**src/design/text_console_writer_top_defines.svh**
```systemverilog
// Assertion macros for the text console writer.
// Used by text_console_writer_top; expects signals clk and rst in scope.
`ifndef TEXT_CONSOLE_WRITER_TOP_DEFINES_SVH
`define TEXT_CONSOLE_WRITER_TOP_DEFINES_SVH

// Same-cycle implication, checked on every rising edge outside reset.
`define TCW_ASSERT_IMPLIES(label, ante, cons, msg) \
  label: assert property (@(posedge clk) disable iff (rst) (ante) |-> (cons)) \
    else $error(msg);

// Next-cycle implication, checked on every rising edge outside reset.
`define TCW_ASSERT_NEXT(label, ante, cons, msg) \
  label: assert property (@(posedge clk) disable iff (rst) (ante) |=> (cons)) \
    else $error(msg);

`endif

```
**src/design/tcw_pkg.sv**
```systemverilog
// Shared types and constants of the text console writer.
// Used by the controller, the datapath and the top level; no dependencies.
package tcw_pkg;

  // Operation codes carried on the input tuser
  typedef enum logic [1:0] {
    OP_PUT    = 2'd0,
    OP_CLEAR  = 2'd1,
    OP_SCROLL = 2'd2,
    OP_READ   = 2'd3
  } opcode_t;

  // Configuration register indexes
  localparam logic CFG_BG = 1'b0;
  localparam logic CFG_FG = 1'b1;

  localparam logic [3:0] BG_RESET = 4'd0;
  localparam logic [3:0] FG_RESET = 4'd7;

  localparam logic [7:0] SPACE_CHAR   = 8'h20;
  localparam logic [7:0] NEWLINE_CHAR = 8'h0A;
  localparam logic [7:0] TAB_CHAR     = 8'h09;

  // Blank cell in the reset colors
  localparam logic [15:0] RESET_CELL = {BG_RESET, FG_RESET, SPACE_CHAR};

  // Source of the word written to the screen memory
  typedef enum logic [1:0] {
    WR_CURSOR,
    WR_COPY,
    WR_BLANK,
    WR_INIT
  } wr_src_t;

  // Source of the screen memory read address
  typedef enum logic {
    RD_INPUT,
    RD_COPY
  } rd_src_t;

  // Commands from controller to datapath
  typedef struct packed {
    logic    latch;
    logic    wr_en;
    wr_src_t wr_src;
    logic    rd_en;
    rd_src_t rd_src;
    logic    idx_clear;
    logic    idx_inc;
    logic    advance;
    logic    home;
    logic    cursor_up;
    logic    out_load;
  } cmd_t;

  // Status from datapath to controller
  typedef struct packed {
    opcode_t op;
    logic    put_more;
    logic    wrap_last;
    logic    idx_copy_last;
    logic    idx_last;
    logic    out_free;
  } status_t;

endpackage

```
**src/design/tcw_ctrl.sv**
```systemverilog
// Controller state machine of the text console writer.
// Depends on tcw_pkg; drives the datapath through cmd_t and reads status_t.
module tcw_ctrl (
  input  logic              clk,
  input  logic              rst,
  input  logic              s_tvalid,
  output logic              s_tready,
  input  logic [1:0]        op_in,
  input  tcw_pkg::status_t  status,
  output tcw_pkg::cmd_t     cmd
);

  typedef enum logic [3:0] {
    S_INIT,
    S_IDLE,
    S_PUT,
    S_COPY_RD,
    S_COPY_WR,
    S_BLANK,
    S_CLEAR,
    S_DONE
  } state_t;

  state_t state;
  state_t state_next;

  assign s_tready = (state == S_IDLE);

  // Next state and commands
  always_comb begin
    logic finish;
    finish     = 1'b0;
    state_next = state;
    cmd        = '0;
    cmd.wr_src = tcw_pkg::WR_CURSOR;
    cmd.rd_src = tcw_pkg::RD_INPUT;

    unique case (state)
      S_INIT: begin
        cmd.wr_en  = 1'b1;
        cmd.wr_src = tcw_pkg::WR_INIT;
        cmd.idx_inc = 1'b1;
        if (status.idx_last) begin
          cmd.idx_clear = 1'b1;
          state_next    = S_IDLE;
        end
      end
      S_IDLE: begin
        if (s_tvalid) begin
          cmd.latch = 1'b1;
          unique case (tcw_pkg::opcode_t'(op_in))
            tcw_pkg::OP_PUT: begin
              state_next = S_PUT;
            end
            tcw_pkg::OP_CLEAR: begin
              cmd.idx_clear = 1'b1;
              state_next    = S_CLEAR;
            end
            tcw_pkg::OP_SCROLL: begin
              cmd.idx_clear = 1'b1;
              state_next    = S_COPY_RD;
            end
            tcw_pkg::OP_READ: begin
              cmd.rd_en  = 1'b1;
              cmd.rd_src = tcw_pkg::RD_INPUT;
              state_next = S_DONE;
            end
            default: begin
              state_next = S_IDLE;
            end
          endcase
        end
      end
      S_PUT: begin
        cmd.wr_en   = 1'b1;
        cmd.wr_src  = tcw_pkg::WR_CURSOR;
        cmd.advance = 1'b1;
        priority if (status.wrap_last) begin
          cmd.idx_clear = 1'b1;
          state_next    = S_COPY_RD;
        end else if (status.put_more) begin
          state_next = S_PUT;
        end else begin
          finish = 1'b1;
        end
      end
      S_COPY_RD: begin
        cmd.rd_en  = 1'b1;
        cmd.rd_src = tcw_pkg::RD_COPY;
        state_next = S_COPY_WR;
      end
      S_COPY_WR: begin
        cmd.wr_en   = 1'b1;
        cmd.wr_src  = tcw_pkg::WR_COPY;
        cmd.idx_inc = 1'b1;
        state_next  = status.idx_copy_last ? S_BLANK : S_COPY_RD;
      end
      S_BLANK: begin
        cmd.wr_en   = 1'b1;
        cmd.wr_src  = tcw_pkg::WR_BLANK;
        cmd.idx_inc = 1'b1;
        if (status.idx_last) begin
          // Only an explicit scroll moves the cursor; a wrap already placed it
          cmd.cursor_up = (status.op == tcw_pkg::OP_SCROLL);
          finish        = 1'b1;
        end
      end
      S_CLEAR: begin
        cmd.wr_en   = 1'b1;
        cmd.wr_src  = tcw_pkg::WR_BLANK;
        cmd.idx_inc = 1'b1;
        cmd.home    = 1'b1;
        finish      = status.idx_last;
      end
      S_DONE: begin
        finish = 1'b1;
      end
      default: begin
        state_next = S_INIT;
      end
    endcase

    // Hand the result over, or hold it until the output register frees
    if (finish) begin
      if (status.out_free) begin
        cmd.out_load = 1'b1;
        state_next   = S_IDLE;
      end else begin
        state_next = S_DONE;
      end
    end
  end

  // State register
  always_ff @(posedge clk) begin
    if (rst) begin
      state <= S_INIT;
    end else begin
      state <= state_next;
    end
  end

endmodule

```
**config.mk**
```make
export PLATFORM = sky130hd
export DESIGN_NAME = tcw_ctrl
export DESIGN_NICKNAME = d
export VERILOG_FILES = /design/src/design/text_console_writer_top_defines.svh /design/src/design/tcw_pkg.sv /design/src/design/tcw_ctrl.sv
export SDC_FILE = /design/constraint.sdc
export NUM_CORES = 1
export LEC_CHECK = 0
export ABC_AREA = 1
export BUFFER_PORTS_ARGS = -buffer_cell sky130_fd_sc_hd__buf_4
export CORE_AREA = 2 2 39 41
export DETAILED_ROUTE_END_ITERATION = 12
export DIE_AREA = 0 0 41 43
export HOLD_SLACK_MARGIN = 0.06
export PLACE_DENSITY = 0.67
export SLEW_MARGIN = 25
export SYNTH_ARGS = -nofsm -noshare
export SYNTH_HDL_FRONTEND = slang
export SYNTH_SLANG_ARGS = --single-unit
```
**constraint.sdc**
```tcl
create_clock -name clk -period 1.9 [get_ports clk]
set_input_delay 0.38 -clock clk [delete_from_list [all_inputs] [get_ports clk]]
set_output_delay 0.38 -clock clk [all_outputs]
set_load 0.1 [all_outputs]
```
==> results.yml <==
grt:
  antenna_found_initial: 0
  grt_max_degree: 10
  grt_use_total_pct: 15.5
  grt_pass1_wl_um: 1950
  grt_pass1_vias: 500
  grt_overflow: 0
clock_tree:
  htree_levels: 1
  clk_latency_ns: 0.23
  cts_buffers: 3
  cts-root-buf: "clkbuf_4"
  clock-sinks: 3
  cts_tree: "yes"
  clk_path_buf_depth: 2
  clkTransAtPathRegs_ns: 0.04
  cts_hold_buffers: 0
detailed_routing:
  viasPerCell: 4.70
  drt_first_pass_iters: 4
  drt_iter0_markers: 8
  wl_per_cell_um: 9.87
  drc: 0
  dr_total_vias: 635
  routed_wl_um: 1330
  postRouteAntennaNets: 0
finish:
  largest_reg_flops: 3
  drive_above_1_share_pct: 47.1
  final_nets: 136
  regMostFlops: "state"
  area_growth_pct: 78.5
  utilization_pct: 60.7
  antenna_cells: 0
  layout.cells.non_filler: 135
  reg.largest.list: "state x3"
  finalInstanceArea_um2: 840
  fillers: 146
floorplanning:
  rows: 14
  die_area_mm2: 0.00176
  dieHeight_um: 43
  ios: 25
  core_area_mm2: 0.00138
  die_w_um: 41
  start_util_pct: 34.0
timing:
  drv_slew: 0
  max_freq_mhz: 532
  maxSlewHeadroom_pct: 81.5
  worst_slew_pin_slew_ns: 0.279
  setup_tns_ns: 0
  setup-violations-final: 0
  finalCritPeriodShare_pct: 99.0
  min_period_ns: 1.88
  fin_skew_ns: 0.00503
  grt_setup_unrepaired: "yes"
  hold_viol_final: 0
flow_run:
  maxCapViolations: 0
min_path:
  holdPathStages: 2
  hold_path_end: "state[2]$_SDFFE_PP0P_"
  worstHoldPathType: "in -> reg"
  hp-start: "rst"
placed_design:
  hpwl_um: 1050
  place.gp.congestion: 0.858
  placed_area_um2: 734
  io_buffers: 24
  placedCellCount: 128
critical_path:
  cp-end-kind: "output port"
  worstSetupPathType: "reg -> out"
  cp_max_fo: 7
  worstPathArrival_ns: 1.50
  regToRegSetupSlack_ns: 0.58
  reg2reg_from: "state[2]$_SDFFE_PP0P_"
  crit_required_ns: 1.52
  regToRegEndpoint: "state[1]$_SDFFE_PP0P_"
  start_kind: "register"
  rr_worst_depth: 7
logic_synthesis:
  synth_cells: 88
  syn_area_um2: 470
  yosysWarnings: 0
  synth_fp_nets: 104
  yosysSeqAreaShare_pct: 12.8
  syn_avg_cell_area_um2: 5.35
  synth-seq-cells: 3
  synthDistinctLibCells: 15
outcome:
  status: "complete, no violations"
[critical path, stage by stage, from the launching register on]
cell	delay [ns]
dfxtp_4	0.40
inv_4	0.06
nor2_4	0.14
nand2_4	0.07
nor2_4	0.15
nand2_1	0.07
o211ai_1	0.10
buf_6	0.26
[layer usage]
metal | track usage [%] | wire length [µm]
met1 | 20.5 | 558
met2 | 25.6 | 697
met3 | 1.57 | 59
met4 | 4.00 | 16
met5 | 0 | 0
[metrics by stage]
step / hold WS (ns) / setup WS, ns
6_report: 0.309 / 0.0189
3_3_place_gp: 0.552 / 0.104
3_5_place_dp: 0.551 / 0.0847
5_1_grt: 0.315 / -0.0344
4_1_cts: 0.307 / 0.00271
2_1_floorplan: 0.442 / -1.02
[cell families (layout without fill, tap and decap cells)]
family	after synthesis	after routing	share of synthesized area (%)
adders and majority gates	4	4	10.6
and+or+nand+nor	56	56	54.8
buffers and inverters	20	51	16.0
AOI/OAI and AO/OA	5	5	5.85
DFF	3	3	12.8
[synthesized netlist by cell type, drive strengths merged]
master | count | area share (%)
nor3 | 2 | 3.2
o211ai | 1 | 1.6
a21oi | 4 | 4.3
nor2 | 15 | 14
nand2 | 24 | 20
inv | 20 | 16
nand4 | 1 | 2.7
nand3 | 13 | 14
dfxtp | 3 | 13
ha | 4 | 11
nor4 | 1 | 1.3
[worst max path at each step]
stage	startpoint	to	slack (ns)	cells after the start
after floorplan	state[0]$_SDFFE_PP0P_	cmd[5]	-1.02	3
after global placement	state[0]$_SDFFE_PP0P_	cmd[5]	0.10	7
after detailed placement	state[0]$_SDFFE_PP0P_	cmd[5]	0.08	7
after global routing	state[0]$_SDFFE_PP0P_	cmd[5]	-0.03	7
after CTS	state[0]$_SDFFE_PP0P_	cmd[5]	0.003	7
final	state[0]$_SDFFE_PP0P_	cmd[5]	0.02	7
[cell type report]
class / instances / area [µm²] / area share [%]
inverter: 20 / 77.6 / 9.24
multi-input combinational: 65 / 415 / 49.5
tap: 16 / 20.0 / 2.38
timing repair buffer: 27 / 234 / 27.9
sequential: 3 / 66.3 / 7.90
clock buffer: 4 / 26.3 / 3.13
[placed cells by master (no fill, tap or decap)]
| master | instances |
|---|---|
| nand2_2 | 3 |
| nor2_1 | 9 |
| nor3_2 | 2 |
| dfxtp_4 | 1 |
| dfxtp_2 | 2 |
| buf_8 | 1 |
| inv_1 | 15 |
| buf_4 | 22 |
| buf_12 | 1 |
| nand2_1 | 17 |
| clkbuf_1 | 1 |
| nand2_4 | 3 |
| nand2_8 | 1 |
| nand4_2 | 1 |
| a21oi_1 | 4 |
| nor4_2 | 1 |
| nand3_1 | 12 |
| nor2_2 | 3 |
| buf_6 | 3 |
| inv_4 | 1 |
| inv_2 | 4 |
| nand3_2 | 1 |
| nor2_4 | 3 |
| ha_1 | 4 |
| o211ai_1 | 1 |
| clkbuf_4 | 3 |
[timing repair]
action	4_1_cts	5_1_grt
cloned	0	0
gates resized for setup	9	7
setup endpoints to repair	5	4
pin swaps	1	2
setup buffers	0	3
Power is left out: the tool's default activity adds up to more than one toggle a clock period on the data nets, which glitch-free logic cannot reach.
